[config.mk]
export PLATFORM = sky130hd
export DESIGN_NAME = ascl_front
export DESIGN_NICKNAME = d
export VERILOG_FILES = /design/src/design/ascl_pkg.sv /design/src/design/ascl_front.sv
export SDC_FILE = /design/constraint.sdc
export NUM_CORES = 1
export LEC_CHECK = 0
export BUFFER_PORTS_ARGS = -buffer_cell sky130_fd_sc_hd__buf_2
export CORE_UTILIZATION = 58
export DETAILED_ROUTE_END_ITERATION = 6
export PLACE_DENSITY = 0.85
export SYNTH_ARGS = -nofsm -noshare
export SYNTH_HDL_FRONTEND = slang
export SYNTH_SLANG_ARGS = --single-unit
[constraint.sdc]
create_clock -name clk -period 11.5 [get_ports clk]
set_input_delay 1.15 -clock clk [delete_from_list [all_inputs] [get_ports clk]]
set_output_delay 1.15 -clock clk [all_outputs]
set_load 0.02 [all_outputs]
[src/design/ascl_pkg.sv]
// Package: request/result types and codes for the surface descriptor cache.
package ascl_pkg;

	localparam logic [1:0] REQ_LOOKUP = 2'd0;
	localparam logic [1:0] REQ_INVAL  = 2'd1;
	localparam logic [1:0] REQ_FLUSH  = 2'd2;

	localparam logic [2:0] ST_HIT     = 3'd0;
	localparam logic [2:0] ST_FILL    = 3'd1;
	localparam logic [2:0] ST_EVICT   = 3'd2;
	localparam logic [2:0] ST_REJECT  = 3'd3;
	localparam logic [2:0] ST_INVAL   = 3'd4;
	localparam logic [2:0] ST_ABSENT  = 3'd5;
	localparam logic [2:0] ST_FLUSHED = 3'd6;

	localparam logic [15:0] MAX_DIM_RESET = 16'd2048;

	typedef struct packed {
		logic [1:0]  req_type;
		logic [31:0] surface_key;
		logic [15:0] surface_width;
		logic [15:0] surface_height;
		logic [17:0] row_stride;
		logic        format_alpha;
	} req_t;

	typedef struct packed {
		logic [2:0]  status;
		logic [5:0]  slot_index;
		logic        rebuilt;
		logic [31:0] released_key;
	} res_t;

	// classified request handed from front to back
	typedef struct packed {
		req_t req;
		logic reject;
	} cmd_t;

endpackage

[src/design/ascl_front.sv]
// Front end: validates requests and queues them for the back end.
module ascl_front (
	input  logic                  clk,
	input  logic                  arst_n,
	input  logic                  cfg_we,
	input  logic [15:0]           cfg_data,
	input  logic                  push,
	output logic                  full,
	input  ascl_pkg::req_t        req,
	output logic                  cmd_valid,
	input  logic                  cmd_take,
	output ascl_pkg::cmd_t        cmd
);

	logic [15:0]    max_dim_q;
	ascl_pkg::cmd_t buf_q [2];
	logic           wr_q, rd_q;
	logic [1:0]     cnt_q;
	logic           bad;
	logic           do_push;

	// configuration register
	always_ff @(posedge clk or negedge arst_n) begin
		if (!arst_n) begin
			max_dim_q <= ascl_pkg::MAX_DIM_RESET;
		end else if (cfg_we) begin
			max_dim_q <= cfg_data;
		end
	end

	// lookup check; other request types are handled in the back end
	always_comb begin
		bad = (req.surface_key == '0) || (req.surface_width == '0)
			|| (req.surface_height == '0)
			|| (req.row_stride < {req.surface_width, 2'b00})
			|| (req.surface_width > max_dim_q) || (req.surface_height > max_dim_q);
	end

	assign full      = cnt_q[1];
	assign do_push   = push && !full;
	assign cmd_valid = cnt_q != 2'd0;
	assign cmd       = buf_q[rd_q];

	// two-entry queue
	always_ff @(posedge clk) begin
		if (do_push) begin
			buf_q[wr_q] <= '{req: req, reject: bad};
		end
	end

	always_ff @(posedge clk or negedge arst_n) begin
		if (!arst_n) begin
			wr_q  <= 1'b0;
			rd_q  <= 1'b0;
			cnt_q <= 2'd0;
		end else begin
			if (do_push) wr_q <= !wr_q;
			if (cmd_take) rd_q <= !rd_q;
			cnt_q <= cnt_q + {1'b0, do_push} - {1'b0, cmd_take};
		end
	end

`ifndef NO_ASSERTIONS
	a_no_overflow: assert property (@(posedge clk) disable iff (!arst_n)
		cnt_q <= 2'd2) else $error("queue count out of range");
	a_take_valid: assert property (@(posedge clk) disable iff (!arst_n)
		cmd_take |-> cmd_valid) else $error("take from empty queue");
	a_full_cnt: assert property (@(posedge clk) disable iff (!arst_n)
		(cnt_q == 2'd2 && !cmd_take) |=> full) else $error("full dropped");
`endif

endmodule

# Yosys cells after proc, flatten, opt, wreduce, memory -nomap -nowiden
# Memory sizes are Yosys's and may differ from the RTL's.
# Index checks and enable logic that the tools add are counted.
# totals
input_bits	106
mem_count	1
regBits	20
mem_bits_rw	172
# classes
n_addsub	2
n_reduce_logical	13
order_cmp	3
muxes	2
# mem_list
name	words	width	read_ports	rd_ports_with_merged_regs	wr	line_no	source
buf_q	2	86	1	0	1	ascl_front.sv:16	ascl_pkg::cmd_t buf_q [2];
# op_table
op	count
$gt 16x16->1	2
$logic_not 16->1	2
$logic_not 32->1	1
$lt 18x18->1	1
$logic_or 1x1->1	5
$logic_not 1->1	3
$add 2x1->2	1
$mux 1	2
$reduce_bool 2->1	1
$sub 2x1->2	1
$logic_and 1x1->1	1

# Longest topological paths before layout
# Gate-level depths: netlist (run 1).
# depth
depth_word	6
depth_mapped	8

# Worst setup path after synthesis (run 1)
# OpenSTA, ideal clock, no wires.
# synth_timing
kind	input-to-reg
from	input push
to	memory buf_q[0][0] (netlist name), enable pin
arrival_ps	4856
path_slack_ps	6113
required_ps	10969
cell_stages	2
cell_sequence	nand2b_1 nor2_1
# synth_via
elab_chain_len	3
# synth_lines
element	line_no	source
start: declaration	ascl_front.sv:7	input logic push,
$logic_and 1x1->1	ascl_front.sv:40	assign do_push = push && !full;
$mux 1	ascl_front.sv:46	if (do_push) begin
$mux 1 (implied by the code)	ascl_front.sv:47	buf_q[wr_q] <= '{req: req, reject: bad};
end: declaration	ascl_front.sv:16	
# Every way passes these cells.

==> reports/metrics.yaml, run 1 <==
synth:
  syn_area_um2: 8180
  async_flop_share_pct: 10.4
  synthCells: 501
  yosysWarningCount: 0
  ys_seq_area_share_pct: 69.3
  synth_nets: 656
  synth_edf_count: 172
  synth_seq_cells: 192
  synth-main-ff-cell: "edfxtp_1"
  synth_area_per_cell_um2: 16.3
  synth.distinct_cells: 32
placed_design:
  gp_congestion: 0.894
  port_buffers: 193
  dp_cells: 863
  dp_hpwl_mm: 11.7
cells_and_area:
  multiInputGateArea_um2: 2330
  utilization_pct: 71.7
  antenna-diode-count: 0
  drive_gt1_share_pct: 44.3
  nets: 857
  final_cell_mix: "buf_2 (193), edfxtp_1 (172), mux2_2 (87)"
  syn2layout_area_growth_pct: 21.3
  finalNonFillerCells: 894
  seq_area_um2: 5670
  fillers: 904
  final_common_cell: "buf_2"
timing:
  rsz0062_at_grt: "no"
  tightest_slew_ns: 1.21
  hold_violations: 0
  final_max_slew_viol_count: 0
  slew_headroom_pct: 19.2
  fin_crit_sh_pct: 30.1
  finalWorstPathRequiredPeriod_ns: 3.46
  fin_skew_ns: 0.00933
  fmax_ghz: 0.289
  setup_viol: 0
  setup_tns_ns: 0
grt:
  grt-ovfl-total: 0
  globalRouteTotalUtil_pct: 24.2
  grt_pass1_wl_mm: 26.1
  use_met3_pct: 5.66
  grt_max_degree: 88
  globalRouteMet2Util_pct: 40.1
  busiest_layer: "met2"
  grt_antenna_before_repair: 1
  grt_pass1_vias: 5039
  use_met1_pct: 30.6
routing:
  via_count: 5046
  ant_nets: 0
  drt_iter0_drc: 375
  drc_errors: 0
  routedWlPerCell_um: 18.9
  drtPass1Iterations: 6
  wl_mm: 16.9
  avgViaCountPerCell: 5.64
clock_tree:
  numCtsBuffers: 17
  post_cts_resized: 0
  clockBufferDepth: 2
  holdBufCountCts: 0
  clock-root-buffer: "clkbuf_16"
  post-cts-setup-buffers: 0
  cts_tree: "built"
  clkTransAtPathRegs_ns: 0.07
  ctsHtreeMaxLevel: 4
  cts_sinks: 192
  clk_latency_ns: 0.42
floorplan:
  dieArea_um2: 14600
  die_width_um: 121
  core_area_um2: 13800
  die_height_um: 121
  num_rows: 43
  io_pins: 194
  start_util_pct: 59.1
job:
  max_cap_viol_count: 0
worst_setup_path:
  arrival_ns: 2.31
  r2r_setup_slack_ns: 8.82
  worst_r2r_path_depth: 3
  crit_fanout: 87
  path_class: "reg -> out"
  crit_required_ns: 10.35
  end_kind: "output port"
  regToRegStartpoint: "cnt_q[1]"
  start_kind: "flop"
  rr_endpoint: "buf_q[0][4]"
run_status:
  outcome: "finished, final reports clean"
power_and_ir_drop:
  ir_worst_vdd_uv: 254
  leakagePower_nw: 3.96
  p_per_area_nw_per_um2: 223
min_path:
  whs_path_depth: 1
  holdPathEnd: "cnt_q[0]"
  worstHoldPathType: "reg -> reg"
  min_from: "cnt_q[0]"
-- through the flow --
step	setup slack [ns]	total power, mW	instance area [um^2]	hold slack [ns]
after CTS	8.01	2.24	9920	0.517
final	8.04	2.21	9920	0.513
after global placement	8.15	1.63	9340	0.481
after detailed placement	8.07	1.65	9340	0.499
after floorplan	6.11	1.44	8180	0.468
after global routing	7.95	2.31	9920	0.541
-- layer usage --
layer	routed length (um)	part of all wire [%]
met2	8290	49
met5	0	0
met4	397	2.4
met1	6860	41
met3	1310	7.8
-- final cells by class --
class	count	area share, %
Timing Repair Buffer	195	9.89
Tap cell	180	2.27
Sequential cell	192	57.2
Clock buffer	21	4.44
Multi-Input combinational cell	262	23.5
Clock inverter	10	1.40
Inverter	34	1.29
-- synthesized netlist by cell type (2+ instances only) --
cell,number,area [um^2]
xnor2_1,3,26.3
mux2_2,87,980
clkbuf_1,3,11.3
edfxtp_1,172,5160
o21ai_0,17,85.1
o211ai_1,5,37.5
ha_1,49,613
nand3_1,4,20.0
nor4_1,17,106
nor2_1,7,26.3
a211oi_1,5,37.5
buf_2,10,50.1
inv_1,34,128
nand4_1,12,75.1
nor2b_1,2,12.5
nand2_1,23,86.3
a21o_1,5,37.5
dfrtp_1,19,475
a21oi_1,14,70.1
-- report_power, final --
part | total [mW] | internal (mW) | switching, mW | leakage (nW)
Combinational | 0.643 | 0.271 | 0.372 | 1.87
Sequential | 0.993 | 0.905 | 0.0880 | 1.82
Clock | 0.578 | 0.340 | 0.238 | 0.271
-- worst max-delay path by stage --
stage                               to  slack, ns  startpoint  cells past startpoint
after detailed placement  buf_q[0][44]       8.07        push                      4
after global routing           cmd[18]       7.95        rd_q                      2
after floorplan            buf_q[0][0]       6.11        push                      2
final                          cmd[33]       8.04        rd_q                      2
after global placement    buf_q[0][44]       8.15        push                      4
after CTS                      cmd[18]       8.01        rd_q                      2
-- worst max-delay path: stages, from the launching register on --
cell     delay, ns
dfrtp_4       1.14
mux2_2        0.44
buf_2         0.16
-- cells by family (layout without fill, tap and decap cells) --
family / count (synthesis) / in the layout / share of synthesized area, %
compound gates: 52 / 52 / 3.96
mux: 87 / 87 / 12.0
buf+inv: 47 / 260 / 2.31
fa+ha+maj: 49 / 49 / 7.50
simple gates: 70 / 70 / 4.50
xor+xnor: 4 / 4 / 0.429
flops: 192 / 192 / 69.3
-- sequential cells by signal, indices dropped and copies added, names as in the netlist --
signal,cells
buf_q,172
cnt_q,2
max_dim_q,16
rd_q,1
wr_q,1
No activity file was read; power rests on OpenSTA's default activity.
==> run 2, diff against run 1 <==
--- a/config.mk
+++ b/config.mk
@@ -6,9 +6,9 @@
 export NUM_CORES = 1
 export LEC_CHECK = 0
 export BUFFER_PORTS_ARGS = -buffer_cell sky130_fd_sc_hd__buf_2
-export CORE_UTILIZATION = 58
+export CORE_UTILIZATION = 48
 export DETAILED_ROUTE_END_ITERATION = 6
-export PLACE_DENSITY = 0.85
+export PLACE_DENSITY = 0.75
 export SYNTH_ARGS = -nofsm -noshare
 export SYNTH_HDL_FRONTEND = slang
 export SYNTH_SLANG_ARGS = --single-unit
==> constraint.sdc (replaced) <==
create_clock -name clk -period 3 [get_ports clk]
set_input_delay 0.3 -clock clk [delete_from_list [all_inputs] [get_ports clk]]
set_output_delay 0.3 -clock clk [all_outputs]
set_load 0.02 [all_outputs]
==> reports/metrics.yaml, run 2 (synthesis results as in run 1) <==
routing:
  drtPass1Iterations: 4
  top_layer: "met4"
  routedWlPerCell_um: 18.4
  drt_iter0_drc: 224
  via_count: 4985
  wl_met2_mm: 8.59
  routedLengthMet1_mm: 7.32
  wl_mm: 17.3
  drc_errors: 0
  avgViaCountPerCell: 5.31
  wl_met3_mm: 1.09
  ant_nets: 0
floorplan:
  num_rows: 47
  die_height_um: 133
  start_util_pct: 49.3
  io_pins: 194
  dieArea_um2: 17600
  die_width_um: 133
  core_area_um2: 16600
timing:
  rsz0062_at_grt: "no"
  final_max_slew_viol_count: 0
  tightest_slew_ns: 0.763
  fin_crit_sh_pct: 81.8
  worst_slack_ns: 0.545
  fin_skew_ns: 0.00541
  finalWorstPathRequiredPeriod_ns: 2.46
  slew_headroom_pct: 49.1
  setup_viol: 0
  hold_violations: 0
  fmax_ghz: 0.407
worst_setup_path:
  start_kind: "flop"
  r2r_setup_slack_ns: 0.92
  crit_fanout: 47
  arrival_ns: 2.16
  crit_required_ns: 2.70
  cpPeakStageDelay_ns: 0.85
  crit_path_cell_trace: "buf_4 -> mux2_2 -> buf_2"
  regToRegStartpoint: "max_dim_q[11]"
  end_kind: "output port"
  worst_r2r_path_depth: 8
  cpMaxStageDelayCell: "dfrtp_4"
  path_class: "reg -> out"
  rr_endpoint: "buf_q[1][0]"
clock_tree:
  clock-root-buffer: "clkbuf_16"
  numCtsBuffers: 17
  ctsHtreeMaxLevel: 4
  clkTransAtPathRegs_ns: 0.07
  post_cts_resized: 0
  clockBufferDepth: 2
  cts_sinks: 192
  clk_latency_ns: 0.42
  post-cts-setup-buffers: 0
  cts_tree: "built"
placed_design:
  dp_cells: 907
  post_dp_cell_area_um2: 9430
  gp_congestion: 0.901
  dp_hpwl_mm: 12.6
  port_buffers: 193
  post-place-ws_ns: 0.926
power_and_ir_drop:
  ir_worst_vdd_uv: 539
  p_per_area_nw_per_um2: 853
  leakagePower_nw: 4.00
  total_power_mw: 8.56
min_path:
  min_from: "req[83]"
  worstHoldPathType: "in -> reg"
  holdPathEnd: "buf_q[0][84]"
  whs_path_depth: 1
grt:
  grt_max_degree: 57
  grt_pass1_wl_mm: 26.9
  grt_antenna_before_repair: 0
  grt-ovfl-total: 0
  globalRouteTotalUtil_pct: 20.2
  grt_pass1_vias: 5224
cells_and_area:
  nets: 862
  final_cell_mix: "buf_2 (193), edfxtp_1 (172), mux2_2 (87)"
  final_common_cell: "buf_2"
  top_regs: "buf_q x172, max_dim_q x16, cnt_q x2"
  utilization_pct: 60.5
  syn2layout_area_growth_pct: 22.7
  finalNonFillerCells: 939
  largest_reg_flops: 172
  antenna-diode-count: 0
  seq_area_um2: 5670
  multiInputGateArea_um2: 2330
  regMostFlops: "buf_q"
  fin_area_um2: 10000
  drive_gt1_share_pct: 44.8
  fillers: 1302
job:
  max_cap_viol_count: 0
run_status:
  outcome: "finished, final reports clean"
run 2: cell count changes in the layout (fill, tap and decap cells not counted), sizes merged:
cell and delta:
buf +4, clkbuf -4, clkinv +3, inv +2
clkinvlp -1, dlygate4sd3 +1
run 2: worst max-delay path, delay by kind of cell (launching register included):
kind	cells	cell delay, ns
DFF	1	0.85
buffers and inverters	2	0.49
muxes	1	0.36
run 2: timing repair:
action,in CTS,in global routing
setup endpoints to repair,0,0
hold buffers,1,0
hold endpoints to repair,19,0
run 2: how the worst max path moves through the flow:
stage,from,to,slack [ns]
after floorplan,cnt_q[1],buf_q[0][0],-0.40
after global placement,max_dim_q[11],buf_q[0][0],0.95
after detailed placement,max_dim_q[11],buf_q[0][0],0.93
after CTS,rd_q,cmd[65],0.48
after global routing,rd_q,cmd[67],0.44
final,rd_q,cmd[65],0.54
run 2: area by class of cell:
type                    count  area share (%)
clock buffers              17            4.24
clock inverters            14            1.65
inverters                  34            1.27
multi-input cells         262            23.3
flip-flops and latches    192            56.5
well taps                 220            2.74
repair buffers            200            10.3
run 2: power breakdown:
part / switching [mW] / internal [mW] / total [mW]
combinational: 1.54 / 1.07 / 2.61
clock: 0.944 / 1.30 / 2.25
sequential: 0.236 / 3.47 / 3.71
total: 2.72 / 5.84 / 8.56
run 2: per-stage QoR:
stage	setup TNS (ns)	hold slack, ns
6_report	0	0.0696
5_1_grt	0	0.0496
4_1_cts	0	0.0493
3_5_place_dp	0	0.285
3_3_place_gp	0	0.277
2_1_floorplan	-68.77	0.00441
run 2: layer usage:
metal	up-vias	track usage [%]
met4	0	7.02
met2	185	35.0
met1	2437	25.2
li1	2339	-
met5	-	0
met3	24	4.25
